==> config.mk <==
export PLATFORM = sky130hd
export DESIGN_NAME = csk_ram
export DESIGN_NICKNAME = d
export VERILOG_FILES = /design/src/hdl/assert_macros.svh /design/src/hdl/csk_ram.sv
export SDC_FILE = /design/constraint.sdc
export NUM_CORES = 1
export LEC_CHECK = 0
export BUFFER_PORTS_ARGS = -buffer_cell sky130_fd_sc_hd__buf_2
export CAP_MARGIN = 20
export CORE_MARGIN = 2
export CORE_UTILIZATION = 65
export CTS_CLUSTER_DIAMETER = 50
export DETAILED_ROUTE_END_ITERATION = 12
export PLACE_DENSITY = 0.84
export REMOVE_ABC_BUFFERS = 1
export SETUP_SLACK_MARGIN = 0.1
export SLEW_MARGIN = 25
export SYNTH_ARGS = -nofsm -noshare
export SYNTH_HDL_FRONTEND = slang
export SYNTH_SLANG_ARGS = --single-unit
==> constraint.sdc <==
create_clock -name clk -period 3.3 [get_ports clk]
set_input_delay 0.165 -clock clk [delete_from_list [all_inputs] [get_ports clk]]
set_output_delay 0.165 -clock clk [all_outputs]
set_load 0.01 [all_outputs]
==> src/hdl/assert_macros.svh <==
// ----------------------------------------------------------------------------
// assert_macros.svh
// assertion helpers shared by the design files
// ----------------------------------------------------------------------------
`ifndef ASSERT_MACROS_SVH
`define ASSERT_MACROS_SVH

// clocked check, off while reset is high
`define CSK_ASSERT(label, ck, rs, prop) \
  label: assert property (@(posedge ck) disable iff (rs) prop) \
    else $error("csk assertion failed");

// clocked check, always on
`define CSK_ASSERT_ALWAYS(label, ck, prop) \
  label: assert property (@(posedge ck) prop) \
    else $error("csk assertion failed");

`endif

==> src/hdl/csk_ram.sv <==
// ----------------------------------------------------------------------------
// csk_ram
// simple dual-port ram, one write and one registered read port
// ----------------------------------------------------------------------------
`timescale 1ns / 1ps

module csk_ram #(
  parameter int WIDTH = 8,
  parameter int DEPTH = 16
) (
  input  logic                                 clk,
  input  logic                                 we,
  input  logic [(DEPTH > 1 ? $clog2(DEPTH) : 1)-1:0] waddr,
  input  logic [WIDTH-1:0]                     wdata,
  input  logic                                 re,
  input  logic [(DEPTH > 1 ? $clog2(DEPTH) : 1)-1:0] raddr,
  output logic [WIDTH-1:0]                     rdata
);

  logic [WIDTH-1:0] mem [DEPTH];

  always_ff @(posedge clk) begin
    if (we) begin
      mem[waddr] <= wdata;
    end
    if (re) begin
      rdata <= mem[raddr];
    end
  end

endmodule

---- Yosys cells after proc, flatten, opt, wreduce, memory -nomap -nowiden ----
Memories as Yosys holds them, arrays and structs flattened. A register that Yosys moved wholly into a read port is not among the register bits.
Cells that the tools add are included.
Widths: inputs -> output; s select.
cells by class
  mux-type cells .......................... 2
operator list
  cell    number
  $mux 1  2
word-level totals
  word-level logic and storage cells ...... 3
  memories ................................ 1
  register bits ........................... 0
  RAM bits ................................ 128
  input bits .............................. 19
  output and inout bits ................... 8
memories
  name  depth  bits a word  rd ports  clocked after Yosys merged registers in  wr ports  RTL line       RTL
  mem   16     8            1         1                                        1         csk_ram.sv:20  logic [WIDTH-1:0] mem [DEPTH];

---- Longest topological paths before layout ----
Gate-level depths: netlist of run 1.
  word-level depth ........................ 2
  depth in mapped cells ................... 5
  gate-level depth less buffers ........... 3

---- Worst setup path after synthesis of run 1 ----
Ideal clock, no wire load.
  path kind ............................... input port to flip-flop
  start ................................... input waddr[2] (netlist name)
  end ..................................... memory mem[0][0], enable pin
  library setup time ...................... 383 ps
  stages .................................. 2
  arrival time ............................ 1,275 ps
  required time ........................... 2,917 ps
  path buffers ............................ 0
  slack ................................... 1,642 ps
  path through ............................ or3b_2 > nor3_1
RTL lines
  item         RTL line       RTL
  from (decl)  csk_ram.sv:13  input logic [(DEPTH > 1 ? $clog2(DEPTH) : 1)-1:0] waddr,
  to (decl)    csk_ram.sv:20
Straight into the memory's write port.

==> results of run 1 <==
[metrics by stage]
step | setup slack (ps) | power (W) | hold slack (ps)
2_1_floorplan | 1642 | 0.002071 | 263.9
3_3_place_gp | 1471 | 0.002157 | 541.5
3_5_place_dp | 1441 | 0.002163 | 547.1
4_1_cts | 1628 | 0.004090 | 15.51
5_1_grt | 1569 | 0.004178 | 20.62
6_report | 1628 | 0.004076 | 22.05
[registers in the layout, indices dropped and copies added, names as in the netlist]
name   flops
mem      128
rdata      8
[routing by layer]
layer	part of all wire	wire length (um)
met2	0.50	5368
met5	0	0
met1	0.41	4342
met4	0.019	204
met3	0.068	723
[cell type report]
cell class                 count  area [um2]  area share
timing repair buffer          31       180.2     0.02972
clock buffer                  17       414.1     0.06830
tap                          102       127.6     0.02105
multi-input combinational     83        1057      0.1744
sequential                   136        4084      0.6735
clock inverter                15       200.2     0.03302
[final timing paths]
kind	cells after the start	endpoint	startpoint	slack [ps]
hold / removal	1	mem[9][3]$_DFFE_PP_	wdata[3]	20
hold reg to reg	3	rdata[7]$_DFFE_PP_	mem[15][7]$_DFFE_PP_	770
setup / recovery	3	rdata[0]$_DFFE_PP_	mem[1][0]$_DFFE_PP_	1630
setup reg to reg	3	rdata[0]$_DFFE_PP_	mem[1][0]$_DFFE_PP_	1630
[kinds of logic after synthesis]
| logic type | count (synthesis) | share of synthesized area |
|---|---|---|
| mux | 32 | 0.1479 |
| simple gates | 35 | 0.03136 |
| buf+inv | 10 | 0.01651 |
| compound gates | 16 | 0.02298 |
| flops | 136 | 0.7812 |
[placed cells by master, fill, tap and decap left out]
master,count
sky130_fd_sc_hd__or3b_2,1
sky130_fd_sc_hd__and2_1,1
sky130_fd_sc_hd__nor2_1,13
sky130_fd_sc_hd__buf_12,1
sky130_fd_sc_hd__nand3b_1,2
sky130_fd_sc_hd__buf_2,26
sky130_fd_sc_hd__mux4_2,18
sky130_fd_sc_hd__clkinv_1,1
sky130_fd_sc_hd__nand2b_1,2
sky130_fd_sc_hd__clkbuf_8,1
sky130_fd_sc_hd__nor3_1,4
sky130_fd_sc_hd__buf_4,4
sky130_fd_sc_hd__clkinv_2,3
sky130_fd_sc_hd__clkbuf_16,16
sky130_fd_sc_hd__nand2_1,9
sky130_fd_sc_hd__mux4_1,14
sky130_fd_sc_hd__nand3_1,1
sky130_fd_sc_hd__nor2b_1,1
sky130_fd_sc_hd__inv_6,2
sky130_fd_sc_hd__a22oi_1,16
sky130_fd_sc_hd__bufinv_16,4
sky130_fd_sc_hd__edfxtp_1,136
sky130_fd_sc_hd__clkinv_4,5
sky130_fd_sc_hd__and2b_1,1
[power by group]
part	internal, W	total (W)	switching (W)
Sequential	0.00195	0.00196	0.0000132
Combinational	0.0000704	0.000174	0.000104
Clock	0.00123	0.00194	0.000712
==> metrics.md, run 1 <==
| Metric | Value |
|---|---|
| Clock slew seen by the registers of the worst setup and hold paths | `~60 ps` |
| Total length of routed wires | `around 11000 um` |
| Area of placed instances | `5449 um2` |
| M2 GR Usage | `0.4107` |
| Cell chain of the critical path | `mux4_1 > a22oi_1 > nand2_1` |
| Max VDD drop | `507.8 uV` |
| Share of synthesized area occupied by flip-flops and latches | `0.7812` |
| Critical path's top delay family | `multiplexers` |
| Antenna Nets Post-Route | `0` |
| DRT Pass-1 Iters | `5` |
| Class of the worst hold path | `in -> reg` |
| Buf+Inv Stages, Crit Path | `0` |
| Fraction of layout instances using a drive strength above 1 | `0.2872` |
| Final count of hold timing violations | `0` |
| Routed WL per cell | `about 28 um` |
| Run status | `finished, final reports clean` |
| GRT met1 Usage | `0.3960` |
| Required time of the critical path | `3560 ps` |
| Final Max Tran Viols | `0` |
| 1st-iter DRT viols | `around 390` |
| Overall Global Routing Usage | `0.2729` |
| Via count of the first global-routing pass | `2565` |
| CTS root buf | `sky130_fd_sc_hd__clkbuf_8` |
| Placer Congestion | `approximately 0.73` |
| Initial antenna violation count | `0` |
| Post-route fraction of the period consumed by the critical path | `0.5067` |
| Sink Count | `roughly 140` |
| Largest driver fanout on the critical path | `1` |
| Die X-Extent | `93.68 um` |
| Worst setup skew after layout | `6.422 ps` |
| Number of instances in the synthesized netlist | `about 230` |
| Worst slew margin | `0.3530` |
| Die height | `around 94 um` |
| Post-Synthesis Cell Area | `5228 um2` |
| CTS Buf Count | `17` |
| Fin nets | `about 290` |
| DRC violations left | `0` |
| Delay contributed by the slowest stage of the critical path | `580 ps` |
| Cell row count | `32` |
| CTS Hold Bufs | `0` |
| Cell variety after synth | `18` |
| Global Route met3 Usage | `0.06581` |
| Type of the worst setup path | `reg -> reg` |
| Initial core utilization | `0.6730` |
| Endpoint arrival time on the critical path | `approximately 1900 ps` |
| Post-route setup TNS | `0 ps` |
| Cell type with the largest total area after synthesis | `sky130_fd_sc_hd__edfxtp_1` |
| Most common cell in the synthesized netlist | `sky130_fd_sc_hd__edfxtp_1` |
| Unrepaired setup endpoints after global routing | `no` |
| Layout area overhead | `15.99%` |
| Global-route wire length before repair | `between 15000 and 20000 um` |
| Final cell count without fillers | `384` |
| Dpl cells | `352` |
| Post-synthesis register bit count | `136` |
| Post-Syn Area per Cell | `~23 um2` |
| Max Freq | `598.1 MHz` |
| Post-synth top cells | `136 x sky130_fd_sc_hd__edfxtp_1, 18 x sky130_fd_sc_hd__mux4_2, 16 x sky130_fd_sc_hd__a22oi_1` |
| Setup violators final | `0` |
| Number of filler instances in the final layout | `~390` |
| Global-route layer with the greatest usage | `met2` |
| DR vias | `roughly 2500` |
| Final design instance area without fill | `6063 um2` |
| IO Count | `27` |
| Final Critical Period | `approximately 1700 ps` |
| # diodes | `0` |
| Utilization of the core after routing | `0.7806` |
| Asr flop ratio synth | `0` |
| Post CTS Setup Buffer Count | `0` |
| Clk Latency, worst-skew pair | `approximately 520 ps` |
| Crit end category | `flip-flop` |
| Placeable Area | `slightly below 8000 um2` |
| Number of cells upsized or downsized after cts | `0` |
| Area enclosed by the die boundary | `8776 um2` |
| Max Cap Violations | `0` |
| Detailed Place HPWL | `between 5000 and 6000 um` |
| CTS H-tree lvls | `4` |
| Startpoint kind of the worst setup timing path | `flip-flop` |
| Maximum buffer depth of the clock tree | `2` |
| Power per unit of standard cell area | `672.3 nW/um2` |
| Number of enable flip-flop cells after synthesis | `136` |
| Proportion of netlist area held by the largest area contributor | `0.7812` |
| Pin count of the biggest net entering global routing | `33` |
| Number of warning messages in the yosys log | `0` |
| Top cells by area, synth | `sky130_fd_sc_hd__edfxtp_1 78%, sky130_fd_sc_hd__mux4_2 7.8%, sky130_fd_sc_hd__mux4_1 7.0%` |
| Leakage dissipation | `approximately 2.0 nW` |
| Number of buffers inserted by port buffering | `26` |
| Average vias per placed instance | `6.635` |
| Clock tree from TritonCTS | `done` |
| GRT Residual Overflow | `0` |
| Actual transition at the worst max-transition pin | `966.9 ps` |
| Primary FF master, synth | `sky130_fd_sc_hd__edfxtp_1` |
| Slowest-stage cell, CP | `sky130_fd_sc_hd__mux4_1` |
Power figures use the tool's default switching activity.
==> run 2, diff against run 1 <==
Settings changed: CORE_UTILIZATION 65 to 60, PLACE_DENSITY 0.84 to 0.78.
Clock period 3.3 ns to 1.55 ns, I/O delays scaled along.
==> metrics.md, run 2 (synthesis gave the netlist of run 1 again) <==
| Metric | Value |
|---|---|
| Leakage dissipation | `2.215 nW (was 2.044 nW)` |
| Antenna Nets Post-Route | `0 (unchanged)` |
| Clk Latency, worst-skew pair | `510 ps (was 520 ps)` |
| Overall power | `0.009647 W (was 0.004076 W)` |
| Pin count of the biggest net entering global routing | `33 (unchanged)` |
| DRT Pass-1 Iters | `4 (was 5)` |
| Max Freq | `679.3 MHz (was 598.1 MHz)` |
| Area enclosed by the die boundary | `9475 um2 (was 8776 um2)` |
| CTS root buf | `sky130_fd_sc_hd__clkbuf_8 (unchanged)` |
| Largest driver fanout on the critical path | `1 (unchanged)` |
| Launching element of the worst setup path | `mem[0][3]$_DFFE_PP_ (was mem[1][0]$_DFFE_PP_)` |
| Placer Congestion | `0.7573 (was 0.7268)` |
| DR vias | `2565 (was 2548)` |
| Final count of hold timing violations | `0 (unchanged)` |
| Global-route wire length before repair | `15950 um (was 16000 um)` |
| Flip-flop count of the largest register after layout | `128 (unchanged)` |
| Max Cap Violations | `0 (unchanged)` |
| Average vias per placed instance | `6.181 (was 6.635)` |
| Startpoint kind of the worst setup timing path | `flip-flop (unchanged)` |
| Placeable Area | `8593 um2 (was 7767 um2)` |
| Layout area overhead | `24.03% (was 15.99%)` |
| Actual transition at the worst max-transition pin | `503.9 ps (was 966.9 ps)` |
| Slowest-stage cell, CP | `sky130_fd_sc_hd__mux4_2 (was sky130_fd_sc_hd__mux4_1)` |
| Utilization of the core after routing | `0.7545 (was 0.7806)` |
| Fraction of layout instances using a drive strength above 1 | `0.3779 (was 0.2872)` |
| Max VDD drop | `1070 uV (was 507.8 uV)` |
| Required time of the critical path | `1790 ps (was 3560 ps)` |
| Amount of wire on met3 after detailed routing | `696 um (was 723 um)` |
| Most common library cell in the layout ignoring fill and taps | `sky130_fd_sc_hd__edfxtp_1 (unchanged)` |
| Detailed Place HPWL | `6087 um (was 5625 um)` |
| Setup violators final | `0 (unchanged)` |
| Crit end category | `flip-flop (unchanged)` |
| Die height | `97.34 um (was 93.68 um)` |
| Clock slew seen by the registers of the worst setup and hold paths | `60 ps (about the same)` |
| CTS H-tree lvls | `4 (unchanged)` |
| Clock tree from TritonCTS | `done (unchanged)` |
| Die X-Extent | `97.34 um (was 93.68 um)` |
| Worst slack after detailed placement | `-50.27 ps (was 1441 ps)` |
| DRC violations left | `0 (unchanged)` |
| Type of the worst setup path | `reg -> reg (unchanged)` |
| Cell row count | `34 (was 32)` |
| GRT Residual Overflow | `0 (unchanged)` |
| Run status | `finished, final reports clean (unchanged)` |
| Sink Count | `136 (unchanged)` |
| Final Critical Period | `1472 ps (was 1672 ps)` |
| Startpoint of the most critical register-to-register path | `mem[0][3]$_DFFE_PP_ (was mem[1][0]$_DFFE_PP_)` |
| Post-route fraction of the period consumed by the critical path | `0.9498 (was 0.5067)` |
| Worst slew margin | `0.6641 (was 0.3530)` |
| IO Count | `27 (unchanged)` |
| Overall Global Routing Usage | `0.2401 (was 0.2729)` |
| Most frequent cells in the layout | `136 x sky130_fd_sc_hd__edfxtp_1, 26 x sky130_fd_sc_hd__buf_2, 25 x sky130_fd_sc_hd__mux4_2 (was 136 x sky130_fd_sc_hd__edfxtp_1, 26 x sky130_fd_sc_hd__buf_2, 18 x sky130_fd_sc_hd__mux4_2)` |
| Largest regs | `mem (128), rdata (8) (unchanged)` |
| Setup WS post-layout | `77.88 ps (was 1628 ps)` |
| # diodes | `0 (unchanged)` |
| Endpoint arrival time on the critical path | `1720 ps (was 1930 ps)` |
| Power per unit of standard cell area | `1488 nW/um2 (was 672.3 nW/um2)` |
| Met2 WL | `5514 um (was 5368 um)` |
| Total length of routed wires | `10560 um (was 10640 um)` |
| Worst setup skew after layout | `9.627 ps (was 6.422 ps)` |
| Fin nets | `314 (was 288)` |
| Number of buffers inserted by port buffering | `26 (unchanged)` |
| Top Metal Used | `met4 (unchanged)` |
| Initial core utilization | `0.6083 (was 0.6730)` |
| WHS | `120.6 ps (was 22.05 ps)` |
| Met1 Routed Length | `4139 um (was 4342 um)` |
| Maximum buffer depth of the clock tree | `2 (unchanged)` |
| Class of the worst hold path | `in -> reg (unchanged)` |
| Largest register by flop count | `mem (unchanged)` |
| 1st-iter DRT viols | `217 (was 387)` |
| Initial antenna violation count | `0 (unchanged)` |
| Delay contributed by the slowest stage of the critical path | `510 ps (was 580 ps)` |
| CTS Buf Count | `17 (unchanged)` |
| Unrepaired setup endpoints after global routing | `yes (was no)` |
| Hold Startpoint | `waddr[0] (was wdata[3])` |
| Cell chain of the critical path | `mux4_2 > a22oi_2 > nand2_1 (was mux4_1 > a22oi_1 > nand2_1)` |
| Final Max Tran Viols | `0 (unchanged)` |
| Via count of the first global-routing pass | `2713 (was 2565)` |
| Routed WL per cell | `25.44 um (was 27.71 um)` |
run 2: cell count changes in the layout (fill, tap and decap cells not counted), moves of 6 or more:
cell / previous run / this run
sky130_fd_sc_hd__buf_4: 4 / 18
sky130_fd_sc_hd__mux4_1: 14 / 7
sky130_fd_sc_hd__dlygate4sd3_1: 0 / 9
sky130_fd_sc_hd__a22oi_2: 0 / 11
sky130_fd_sc_hd__a22oi_1: 16 / 5
sky130_fd_sc_hd__mux4_2: 18 / 25
sky130_fd_sc_hd__bufinv_16: 4 / 10
run 2: cell type report:
cell class	instances	area, um2
Tap cell	108	135.1
Timing Repair Buffer	57	435.4
Multi-Input combinational cell	83	1089
Clock buffer	18	417.9
Sequential cell	136	4084
Fill cell	473	2110
Clock inverter	13	322.8
run 2: final timing paths:
path                    endpoint  slack [ps]  depth (start not counted)
max           rdata[3]$_DFFE_PP_          80                          3
min          mem[0][0]$_DFFE_PP_         120                          3
max reg2reg   rdata[3]$_DFFE_PP_          80                          3
min reg2reg   rdata[0]$_DFFE_PP_         740                          3
run 2: critical path: cells and delay by family, from the launching register on:
kind | cells | cell delay [ps]
flip-flops | 1 | 390
AND/OR/NAND/NOR | 1 | 100
AO/OA/AOI/OAI | 1 | 220
multiplexers | 1 | 510
run 2: metrics by stage:
step                cells  instance area (um2)  TNS [ps]
detailed placement    375                 5622    -204.7
global placement      375                 5622    -58.81
floorplan             219                 5141    -163.0
finish                415                 6484         0
global route          415                 6484         0
CTS                   415                 6447         0
run 2: power by group:
group	internal (W)	switching, W	total, W
registers	0.00415	0.0000269	0.00417
logic	0.000200	0.000237	0.000437
clock network	0.00358	0.00146	0.00504
run 2: timing repair:
action / in CTS / in global routing
setup endpoints to repair: 7 / 8
resized for setup: 6 / 13
pin swaps: 3 / 5
buffers inserted: 0 / 0
hold endpoints to repair: 136 / 0
hold buffers: 9 / 0
run 2: per-layer routing:
metal | global-route usage | vias to the layer above
met1 | 0.3199 | 1327
met4 | 0.1026 | 0
met5 | 0 | -
met2 | 0.3771 | 119
met3 | 0.07194 | 14
li1 | - | 1105
