## src/hdl/assert_macros.svh

```systemverilog
// ----------------------------------------------------------------------------
// assert_macros.svh
// assertion helpers shared by the design files
// ----------------------------------------------------------------------------
`ifndef ASSERT_MACROS_SVH
`define ASSERT_MACROS_SVH

// clocked check, off while reset is high
`define CSK_ASSERT(label, ck, rs, prop) \
  label: assert property (@(posedge ck) disable iff (rs) prop) \
    else $error("csk assertion failed");

// clocked check, always on
`define CSK_ASSERT_ALWAYS(label, ck, prop) \
  label: assert property (@(posedge ck) prop) \
    else $error("csk assertion failed");

`endif

```

## src/hdl/csk_pkg.sv

```systemverilog
// ----------------------------------------------------------------------------
// csk_pkg
// shared constants and types of the keyed-record counting sort
// ----------------------------------------------------------------------------
`timescale 1ns / 1ps

package csk_pkg;

  localparam int MAX_RECORDS   = 64;
  localparam int KEY_BUCKETS   = 32;
  localparam int PAYLOAD_WIDTH = 32;

  localparam int KEY_W      = 5;
  localparam int PAY_PORT_W = 32;
  localparam int CNT_W      = $clog2(MAX_RECORDS + 1);
  localparam int REC_AW     = $clog2(MAX_RECORDS);
  localparam int BKT_W      = $clog2(KEY_BUCKETS);
  localparam int REC_W      = KEY_W + PAYLOAD_WIDTH;

  typedef enum logic [1:0] {
    ST_LOAD,
    ST_SUM,
    ST_PLACE,
    ST_EMIT
  } state_t;

  // one histogram access per cycle: a read, a write and a bulk clear
  typedef struct packed {
    logic             re;
    logic [BKT_W-1:0] raddr;
    logic             we;
    logic [BKT_W-1:0] waddr;
    logic [CNT_W-1:0] wdata;
    logic             clear;
  } hist_req_t;

endpackage

```

## src/hdl/csk_ram.sv

```systemverilog
// ----------------------------------------------------------------------------
// csk_ram
// simple dual-port ram, one write and one registered read port
// ----------------------------------------------------------------------------
`timescale 1ns / 1ps

module csk_ram #(
  parameter int WIDTH = 8,
  parameter int DEPTH = 16
) (
  input  logic                                 clk,
  input  logic                                 we,
  input  logic [(DEPTH > 1 ? $clog2(DEPTH) : 1)-1:0] waddr,
  input  logic [WIDTH-1:0]                     wdata,
  input  logic                                 re,
  input  logic [(DEPTH > 1 ? $clog2(DEPTH) : 1)-1:0] raddr,
  output logic [WIDTH-1:0]                     rdata
);

  logic [WIDTH-1:0] mem [DEPTH];

  always_ff @(posedge clk) begin
    if (we) begin
      mem[waddr] <= wdata;
    end
    if (re) begin
      rdata <= mem[raddr];
    end
  end

endmodule

```

## src/hdl/csk_hist.sv

```systemverilog
// ----------------------------------------------------------------------------
// csk_hist
// key histogram: ram with per-bucket valid bits and write-to-read forwarding
// ----------------------------------------------------------------------------
`timescale 1ns / 1ps

module csk_hist
  import csk_pkg::*;
(
  input  logic             clk,
  input  logic             rst,
  input  hist_req_t        req,
  output logic [CNT_W-1:0] rdata
);

  logic [KEY_BUCKETS-1:0] valid;
  logic                   fwd_hit;
  logic [CNT_W-1:0]       fwd_data;
  logic [BKT_W-1:0]       raddr_q;
  logic [CNT_W-1:0]       ram_q;

  csk_ram #(
    .WIDTH (CNT_W),
    .DEPTH (KEY_BUCKETS)
  ) u_ram (
    .clk   (clk),
    .we    (req.we),
    .waddr (req.waddr),
    .wdata (req.wdata),
    .re    (req.re),
    .raddr (req.raddr),
    .rdata (ram_q)
  );

  always_ff @(posedge clk) begin
    if (rst) begin
      valid   <= '0;
      fwd_hit <= 1'b0;
    end else begin
      if (req.clear) begin
        valid <= '0;
      end else if (req.we) begin
        valid[req.waddr] <= 1'b1;
      end
      fwd_hit <= req.we && req.re && (req.waddr == req.raddr);
    end
    fwd_data <= req.wdata;
    if (req.re) begin
      raddr_q <= req.raddr;
    end
  end

  // unwritten buckets read as zero
  assign rdata = fwd_hit ? fwd_data : (valid[raddr_q] ? ram_q : '0);

endmodule

```

## config.mk

```make
export PLATFORM = sky130hd
export DESIGN_NAME = csk_hist
export DESIGN_NICKNAME = d
export VERILOG_FILES = /design/src/hdl/assert_macros.svh /design/src/hdl/csk_pkg.sv /design/src/hdl/csk_ram.sv /design/src/hdl/csk_hist.sv
export SDC_FILE = /design/constraint.sdc
export NUM_CORES = 1
export LEC_CHECK = 0
export BUFFER_PORTS_ARGS = -buffer_cell sky130_fd_sc_hd__buf_2
export CORE_MARGIN = 1.5
export CORE_UTILIZATION = 57
export DETAILED_ROUTE_END_ITERATION = 10
export PLACE_DENSITY = 0.72
export SYNTH_ARGS = -nofsm -noshare
export SYNTH_HDL_FRONTEND = slang
export SYNTH_SLANG_ARGS = --single-unit
```

## constraint.sdc

```tcl
create_clock -name clk -period 6.1 [get_ports clk]
set_clock_uncertainty 0.2 [all_clocks]
set_input_delay 1.525 -clock clk [delete_from_list [all_inputs] [get_ports clk]]
set_output_delay 1.525 -clock clk [all_outputs]
set_load 0.005 [all_outputs]
```

---- Word level (Yosys, flattened, before mapping) ----
Memories as Yosys holds them, arrays and structs flattened. A register that Yosys moved wholly into a read port is not among the register bits.
Cells that the tools add are included.
operators by class
  muxes and demuxes ....................... 8
  eq/ne operators ......................... 1
  reductions and logical operators ........ 4
  bitwise gates (word level) .............. 1
  $lt $le $gt $ge ......................... 3
operators by type and width
  operator              number
  $or A32 B32 Y32       1
  $mux W7               2
  $lt A5 B6 Y1 const B  2
  $bmux W1 S5           1
  $demux W1 S5          1
  $eq A5 B5 Y1          1
  $ge A5 B1 Y1 const B  1
  $mux W1               4
  $logic_and A1 B1 Y1   3
  $reduce_or A2 Y1      1
storage, ports and cells
  memory bits (writable) .................. 224
  word-level logic and storage cells ...... 22
  input bits .............................. 22
  register bits after elaboration ......... 45
  memories kept ........................... 1
memory list
  memory     words  bits a word  read ports  clocked after Yosys merged registers in  write ports  RTL line       text
  u_ram.mem  32     7            1           1                                        1            csk_ram.sv:20  logic [WIDTH-1:0] mem [DEPTH];

---- Depth between registers and ports, before layout ----
Gate-level depths: netlist (run 1).
  depth in word-level cells ............... 5
  gate-level depth with buffers ........... 6
  mapped depth without buffers ............ 4

---- Hierarchy ----
A second synthesis (run 1) with hierarchy kept.
second synthesis, totals
  cells, all modules ...................... 561
  area total of the unflattened synthesis .. 10,802.9 sq um
modules (own cells, without submodules)
  module    sequential area each (sq um)  times used  area an instance (sq um)  cells each
  csk_ram   6,936.7                       1           8,903.5                   370
  csk_hist  950.9                         1           1,899.3                   191

---- Worst setup path after synthesis (run 1) ----
OpenSTA, ideal clock, no wires.
  path kind ............................... input to register
  from .................................... input req[15] (netlist bit)
  to ...................................... register u_ram.rdata[0], read port of u_ram.mem, data pin
  library setup time ...................... 0.260 ns
  slack ................................... 2.393 ns
  cell stages on the path ................. 5
  arrival ................................. 3.247 ns
  cells stage by stage .................... clkbuf_1 > buf_1 > mux4_2 > mux4_2 > mux2_2
RTL lines
  element             RTL line        text
  start: declaration  csk_hist.sv:12  input hist_req_t req,
  end: declaration    csk_ram.sv:17   output logic [WIDTH-1:0] rdata

---- Worst setup path in the final report (run 1) ----
  from .................................... register raddr_q[1]
  to ...................................... output rdata[0]
between the ends
  longest elaborated chain between the ends .. 4
RTL lines
  element                        RTL line        text
  start: declaration             csk_hist.sv:19  logic [BKT_W-1:0] raddr_q;
  start signal: assignment       csk_hist.sv:49  raddr_q <= req.raddr;
  $bmux W1 S5                    csk_hist.sv:54  assign rdata = fwd_hit ? fwd_data : (valid[raddr_q] ? ram_q : '0);
  $mux W1 (not written as such)  csk_hist.sv:54
  $mux W7 (2 in series)          csk_hist.sv:54
  end: declaration               csk_hist.sv:13  output logic [CNT_W-1:0] rdata
Every way passes these cells. The select of a mux whose other input is x is not followed.

==> results.sh, run 1 <==
export IMPL_status="finished with violations"
export IMPL_violations="design-rule violations"
export IMPL_io_pins=29
export IMPL_drive_gt1_share_pct=27.4
export IMPL_area_growth_pct=10.3
export IMPL_endpoint="rdata[0]"
export IMPL_port_buffer_count=28
export IMPL_wire_per_inst_um=27.2
export IMPL_yosysTopAreaCell="edfxtp_1"
export IMPL_post_cts_buffers=0
export IMPL_gp_congestion=0.784
export IMPL_multi_input_comb_area_sq_um=2580
export IMPL_end_kind="output pin"
export IMPL_initial_core_util_pct=58.6
export IMPL_hold_buffers=0
export IMPL_period_needed_ns=4.82
export IMPL_path_max_fanout=16
export IMPL_hp_class="flip-flop to flip-flop"
export IMPL_cts_root_buffer="clkbuf_16"
export IMPL_wirelength_um=21700
export IMPL_clk_pin_slew_ns=0.06
export IMPL_layout_nets=568
export IMPL_dieArea_sq_um=19500
export IMPL_r2r_setup_slack_ns=3.90
export IMPL_htreeDepth=1
export IMPL_cp_arrival_ns=3.09
export IMPL_die_x_um=140
export IMPL_crit_required_ns=4.38
export IMPL_final_hold_violation_count=0
export IMPL_post_route_util_pct=64.7
export IMPL_drtPass1Iterations=7
export IMPL_register_area_sq_um=7890
export IMPL_drt_iter0_drc=485
export IMPL_clock_latency_ns=0.52
export IMPL_r2r_end="u_ram.rdata[4]"
export IMPL_slew_viol_final=0
export IMPL_global_route_usage_total_pct=23.2
export IMPL_irDropWorstVdd_mv=0.242
export IMPL_ys_types=27
export IMPL_rsz0062_at_grt="false"
export IMPL_clock_fmax_mhz=208
export IMPL_cp_startpoint="raddr_q[1]"
export IMPL_synth_seq_area_share_pct=74.1
export IMPL_setup_viol=0
export IMPL_antenna_found_initial=0
export IMPL_setup_tns_ns=0
export IMPL_rows=49
export IMPL_critPathMaxStageDelay_ns=0.95
export IMPL_ctsResizeCount=0
export IMPL_synth_cell_area_sq_um=10600
export IMPL_drc=3
export IMPL_syn_area_per_cell_sq_um=20.8
export IMPL_rr_worst_depth=3
export IMPL_synth_net_count=534
export IMPL_critical_path_class="flip-flop to output pin"
export IMPL_synth_top_area_share_pct=66.6
export IMPL_clockBufferDepth=3
export IMPL_max_cap_violations=0
export IMPL_cts_buffers=27
export IMPL_power_density_nw_per_um2=324
export IMPL_path_cells="mux2i_1, mux4_2, a221o_2, o31ai_2, buf_2"
export IMPL_grt_max_degree=59
export IMPL_cts_tree="yes"
export IMPL_overflow=0
export IMPL_finalCritPeriodShare_pct=79.0
export IMPL_fill_cells=1189
export IMPL_mostFrequentLayoutCells="edfxtp_1 (236), mux4_2 (74), dfxtp_1 (40), nor2_1 (34), o21a_1 (32)"
export IMPL_grt_pass1_wl_um=32700
export IMPL_r2r_start="u_ram.mem[31][4]"
export IMPL_leakage_uw=0.00379
export IMPL_vias=5041
export IMPL_final_common_cell="edfxtp_1"
export IMPL_worst_pin_slew_ns=1.05
export IMPL_slew_headroom_pct=29.8
export IMPL_syn_inst=512
export IMPL_cts_num_sinks=276
export IMPL_dp_hpwl_um=13400
export IMPL_vias_per_cell=6.34
export IMPL_cp_start_kind="flip-flop"
export IMPL_ys_top_cells_by_area="edfxtp_1 (67%), mux4_2 (16%), dfxtp_1 (7.5%), o21a_1 (2.3%), mux2i_1 (1.5%)"
export IMPL_cpMaxStageDelayCell="edfxtp_1"
export IMPL_first_global_vias=5043
export IMPL_fp_coreArea_sq_um=18100
export IMPL_n_antenna_cell=0
export IMPL_ys_ff_latch=276
export IMPL_postRouteAntennaNets=0
export IMPL_die_h_um=140
export IMPL_synth_warnings=0
[through the flow]
stage                     setup WS (ns)  instance area [sq um]  instances  power, uW  hold slack [ns]
after floorplan                    2.39                  10600        512       2250            0.240
after global routing               1.14                  11700        795       3900            0.277
final                              1.28                  11700        795       3800            0.263
after detailed placement           1.70                  10900        746       2330            0.252
after CTS                          1.28                  11700        795       3820            0.267
after global placement             1.72                  10900        746       2330            0.246
[worst min path at each step]
stage | start | end | cells past startpoint
2_1_floorplan | valid[0] | valid[0] | 1
3_3_place_gp | valid[5] | valid[5] | 1
3_5_place_dp | valid[4] | valid[4] | 1
4_1_cts | valid[4] | valid[4] | 1
5_1_grt | valid[8] | valid[8] | 1
6_report | valid[31] | valid[31] | 1
[final cells by class]
cell class                 count  area share (%)
timing repair buffer          31            1.43
sequential                   276            67.2
inverter                       7           0.224
clock inverter                18           0.864
clock buffer                  31            5.88
multi-input combinational    203            22.0
tap                          229            2.44
[flip-flops by register name, indices dropped and copies added (netlist names)]
register and cells:
fwd_hit 1, u_ram.mem 224, fwd_data 7, raddr_q 5, u_ram.rdata 7, valid 32
[synth_stat cells]
library cell,count
nor4_1,1
nand3_1,2
buf_8,1
and2_1,1
buf_2,3
o31ai_2,7
nand2_1,9
clkbuf_1,12
nor2b_1,2
dfxtp_1,40
mux2i_1,16
a22o_1,1
xnor2_1,4
nand3b_1,5
xor2_1,1
a221o_2,1
nand4_1,1
edfxtp_1,236
buf_1,5
or3b_1,3
or3_1,1
nor2_1,35
o21a_1,32
mux4_2,74
inv_1,7
mux2_2,7
buf_6,5
[logic make-up after synthesis]
kind of cell,after synthesis,share of synthesized area [%]
multiplexers,97,17.9
XOR/XNOR,5,0.412
AND/OR/NAND/NOR,60,2.60
buffers and inverters,33,1.66
AO/OA/AOI/OAI,41,3.27
flip-flops,276,74.1
[critical path: cells and delay by family, from the launching register on]
kind	cells	cell delay, ns
buffers and inverters	1	0.15
muxes	2	0.75
DFF	1	0.95
AOI/OAI and AO/OA	2	0.72
[routing by layer]
layer  part of all wire [%]  vias to the layer above  wire length [um]  GRT usage (%)
li1                       -                     2154                 -              -
met1                     47                     2673             10100           37.5
met2                     45                      183              9840           33.9
met3                    6.0                       31              1300           3.58
met4                    1.8                        0               386           5.76
met5                      0                        -                 0              0
[where the power goes]
part | total, uW | switching, uW | leakage [uW] | internal, uW
registers | 2090 | 14.2 | 0.00246 | 2080
logic | 200 | 115 | 0.000937 | 84.9
clock network | 1500 | 658 | 0.000392 | 846
total | 3800 | 788 | 0.00379 | 3010
No activity file was read; power rests on OpenSTA's default activity.
==> run 2, diff against run 1 <==
--- a/config.mk
+++ b/config.mk
@@ -5,6 +5,7 @@
 export SDC_FILE = /design/constraint.sdc
 export NUM_CORES = 1
 export LEC_CHECK = 0
+export ABC_AREA = 1
 export BUFFER_PORTS_ARGS = -buffer_cell sky130_fd_sc_hd__buf_2
 export CORE_MARGIN = 1.5
 export CORE_UTILIZATION = 57
==> constraint.sdc (replaced) <==
create_clock -name clk -period 4.5 [get_ports clk]
set_clock_uncertainty 0.2 [all_clocks]
set_input_delay 1.125 -clock clk [delete_from_list [all_inputs] [get_ports clk]]
set_output_delay 1.125 -clock clk [all_outputs]
set_load 0.005 [all_outputs]
==> results.sh, run 2 <==
export IMPL_status="completed"
export IMPL_hold_buffers=0
export IMPL_gp_congestion=0.878
export IMPL_antenna_found_initial=0
export IMPL_synth_seq_area_share_pct=70.3
export IMPL_syn_inst=1033
export IMPL_placedCellCount=1281
export IMPL_setup_tns_ns=0
export IMPL_total_power_uw=5440
export IMPL_hp_class="flip-flop to flip-flop"
export IMPL_synth_net_count=1055
export IMPL_drc=0
export IMPL_cp_arrival_ns=2.39
export IMPL_critical_path_class="flip-flop to output pin"
export IMPL_final_hold_violation_count=0
export IMPL_n_antenna_cell=0
export IMPL_irDropWorstVdd_mv=0.330
export IMPL_ys_types=25
export IMPL_slew_headroom_pct=28.3
export IMPL_global_route_usage_total_pct=27.7
export IMPL_synth_top_area_share_pct=63.2
export IMPL_ctsResizeCount=0
export IMPL_grt_max_degree=95
export IMPL_mostFrequentLayoutCells="nand2_1 (300), edfxtp_1 (236), nand3_1 (171), nor2_1 (126), dfxtp_1 (40)"
export IMPL_io_pins=29
export IMPL_slew_viol_final=0
export IMPL_layout_nets=1068
export IMPL_min_from="valid[15]"
export IMPL_ys_top_cells_by_area="edfxtp_1 (63%), nand2_1 (10%), nand3_1 (7.6%), dfxtp_1 (7.1%), nor2_1 (4.2%)"
export IMPL_crit_required_ns=3.17
export IMPL_vias_per_cell=5.80
export IMPL_path_max_fanout=9
export IMPL_max_cap_violations=0
export IMPL_wirelength_um=27600
export IMPL_finalCritPeriodShare_pct=82.6
export IMPL_port_buffer_count=28
export IMPL_post_route_util_pct=63.6
export IMPL_htreeDepth=1
export IMPL_regMostFlops="u_ram.mem"
export IMPL_drive_gt1_share_pct=8.53
export IMPL_largestRegisters="u_ram.mem (224), valid (32)"
export IMPL_dieArea_sq_um=20500
export IMPL_final_common_cell="nand2_1"
export IMPL_fin_cells=1332
export IMPL_rsz0062_at_grt="false"
export IMPL_synth_most_common_cell="nand2_1"
export IMPL_worst_pin_slew_ns=1.07
export IMPL_vias=7724
export IMPL_post_cts_buffers=0
export IMPL_postRouteAntennaNets=0
export IMPL_r2r_start="u_ram.mem[9][3]"
export IMPL_clk_pin_slew_ns=0.06
export IMPL_drtPass1Iterations=6
export IMPL_drt_iter0_drc=868
export IMPL_overflow=0
export IMPL_async_reset_ff_share_pct=0
export IMPL_setup_viol=0
export IMPL_clock_fmax_mhz=269
export IMPL_first_global_vias=7493
export IMPL_largest_register_ffs=224
export IMPL_synth_ff_type="edfxtp_1"
export IMPL_yosysTopAreaCell="edfxtp_1"
export IMPL_wire_per_inst_um=20.7
export IMPL_end_kind="output pin"
export IMPL_cp_start_kind="flip-flop"
export IMPL_grt_pass1_wl_um=42300
export IMPL_rows=51
export IMPL_synth_warnings=0
export IMPL_power_density_nw_per_um2=441
export IMPL_leakage_uw=0.00452
export IMPL_cts_root_buffer="clkbuf_16"
export IMPL_dp_hpwl_um=16400
export IMPL_period_needed_ns=3.72
export IMPL_synth_cell_area_sq_um=11200
export IMPL_cts_num_sinks=276
export IMPL_synth_edf_count=236
export IMPL_yosys_top_cells_count="nand2_1 (300), edfxtp_1 (236), nand3_1 (171), nor2_1 (126), dfxtp_1 (40)"
export IMPL_cts_tree="yes"
export IMPL_initial_core_util_pct=57.8
export IMPL_syn_area_per_cell_sq_um=10.9
export IMPL_die_h_um=143
export IMPL_cts_buffers=28
export IMPL_cp_startpoint="raddr_q[1]"
export IMPL_ys_ff_latch=276
export IMPL_clock_latency_ns=0.55
export IMPL_area_growth_pct=9.88
export IMPL_fp_coreArea_sq_um=19400
export IMPL_clockBufferDepth=3
export IMPL_die_x_um=143
run 2: changes by cell type in the layout (fill, tap and decap cells not counted), sizes merged, moves of 7 or more:
| cell | before | now |
|---|---|---|
| clkbuf | 31 | 38 |
| a21oi | 0 | 35 |
| nor2 | 35 | 126 |
| mux2 | 7 | 0 |
| mux2i | 16 | 0 |
| o21ai | 0 | 8 |
| clkinv | 17 | 10 |
| nand2 | 9 | 300 |
| nor3 | 0 | 13 |
| buf | 31 | 39 |
| nand3 | 2 | 173 |
| mux4 | 74 | 0 |
| o21a | 32 | 0 |
| inv | 7 | 34 |
run 2: power by group:
part           switching (uW)  internal, uW  leakage [uW]  total, uW
clock                     968          1300      0.000452       2270
combinational             252          86.4       0.00160        338
sequential               15.8          2820       0.00246       2830
run 2: kinds of logic after synthesis:
logic type | share of synthesized area, %
simple gates | 22.8
flops | 70.3
buf+inv | 4.30
compound gates | 2.56
xor+xnor | 0.0781
run 2: worst paths after layout:
check,endpoint,cells after the start,slack [ns]
setup / recovery,rdata[5],9,0.78
hold / removal,valid[15],2,0.27
setup reg to reg,u_ram.rdata[3],6,2.88
hold reg to reg,valid[15],2,0.27
run 2: layer usage:
| layer | share of wire (%) | global-route usage, % |
|---|---|---|
| met5 | 0 | 0 |
| met4 | 4.4 | 11.5 |
| met3 | 8.8 | 4.73 |
| met2 | 47 | 45.1 |
| met1 | 40 | 37.1 |
run 2: stage by stage:
step                worst slack, ns  hold WS (ns)  cell area (sq um)
finish                        0.782         0.273              12300
global route                  0.664         0.288              12300
floorplan                      1.94         0.240              11200
detailed placement            0.972         0.257              11400
CTS                           0.815         0.273              12300
global placement               1.00         0.248              11400
run 2: critical path, cell delays in order, from the launching register on:
cell and delay (ns):
edfxtp_1 0.58, inv_1 0.37, nand3_1 0.12, nand3_1 0.10, nand2_1 0.07, nand2_1 0.10, nand3_2 0.15, nand3_1 0.16
nand2_1 0.06, buf_2 0.13
run 2: cell type report:
class                           count  area (sq um)
Clock buffer                       38           798
Tap cell                          265           332
Inverter                           33           126
Clock inverter                     13           110
Multi-Input combinational cell    668          2850
Timing Repair Buffer               39           225
Fill cell                        1549          7070
Sequential cell                   276          7890
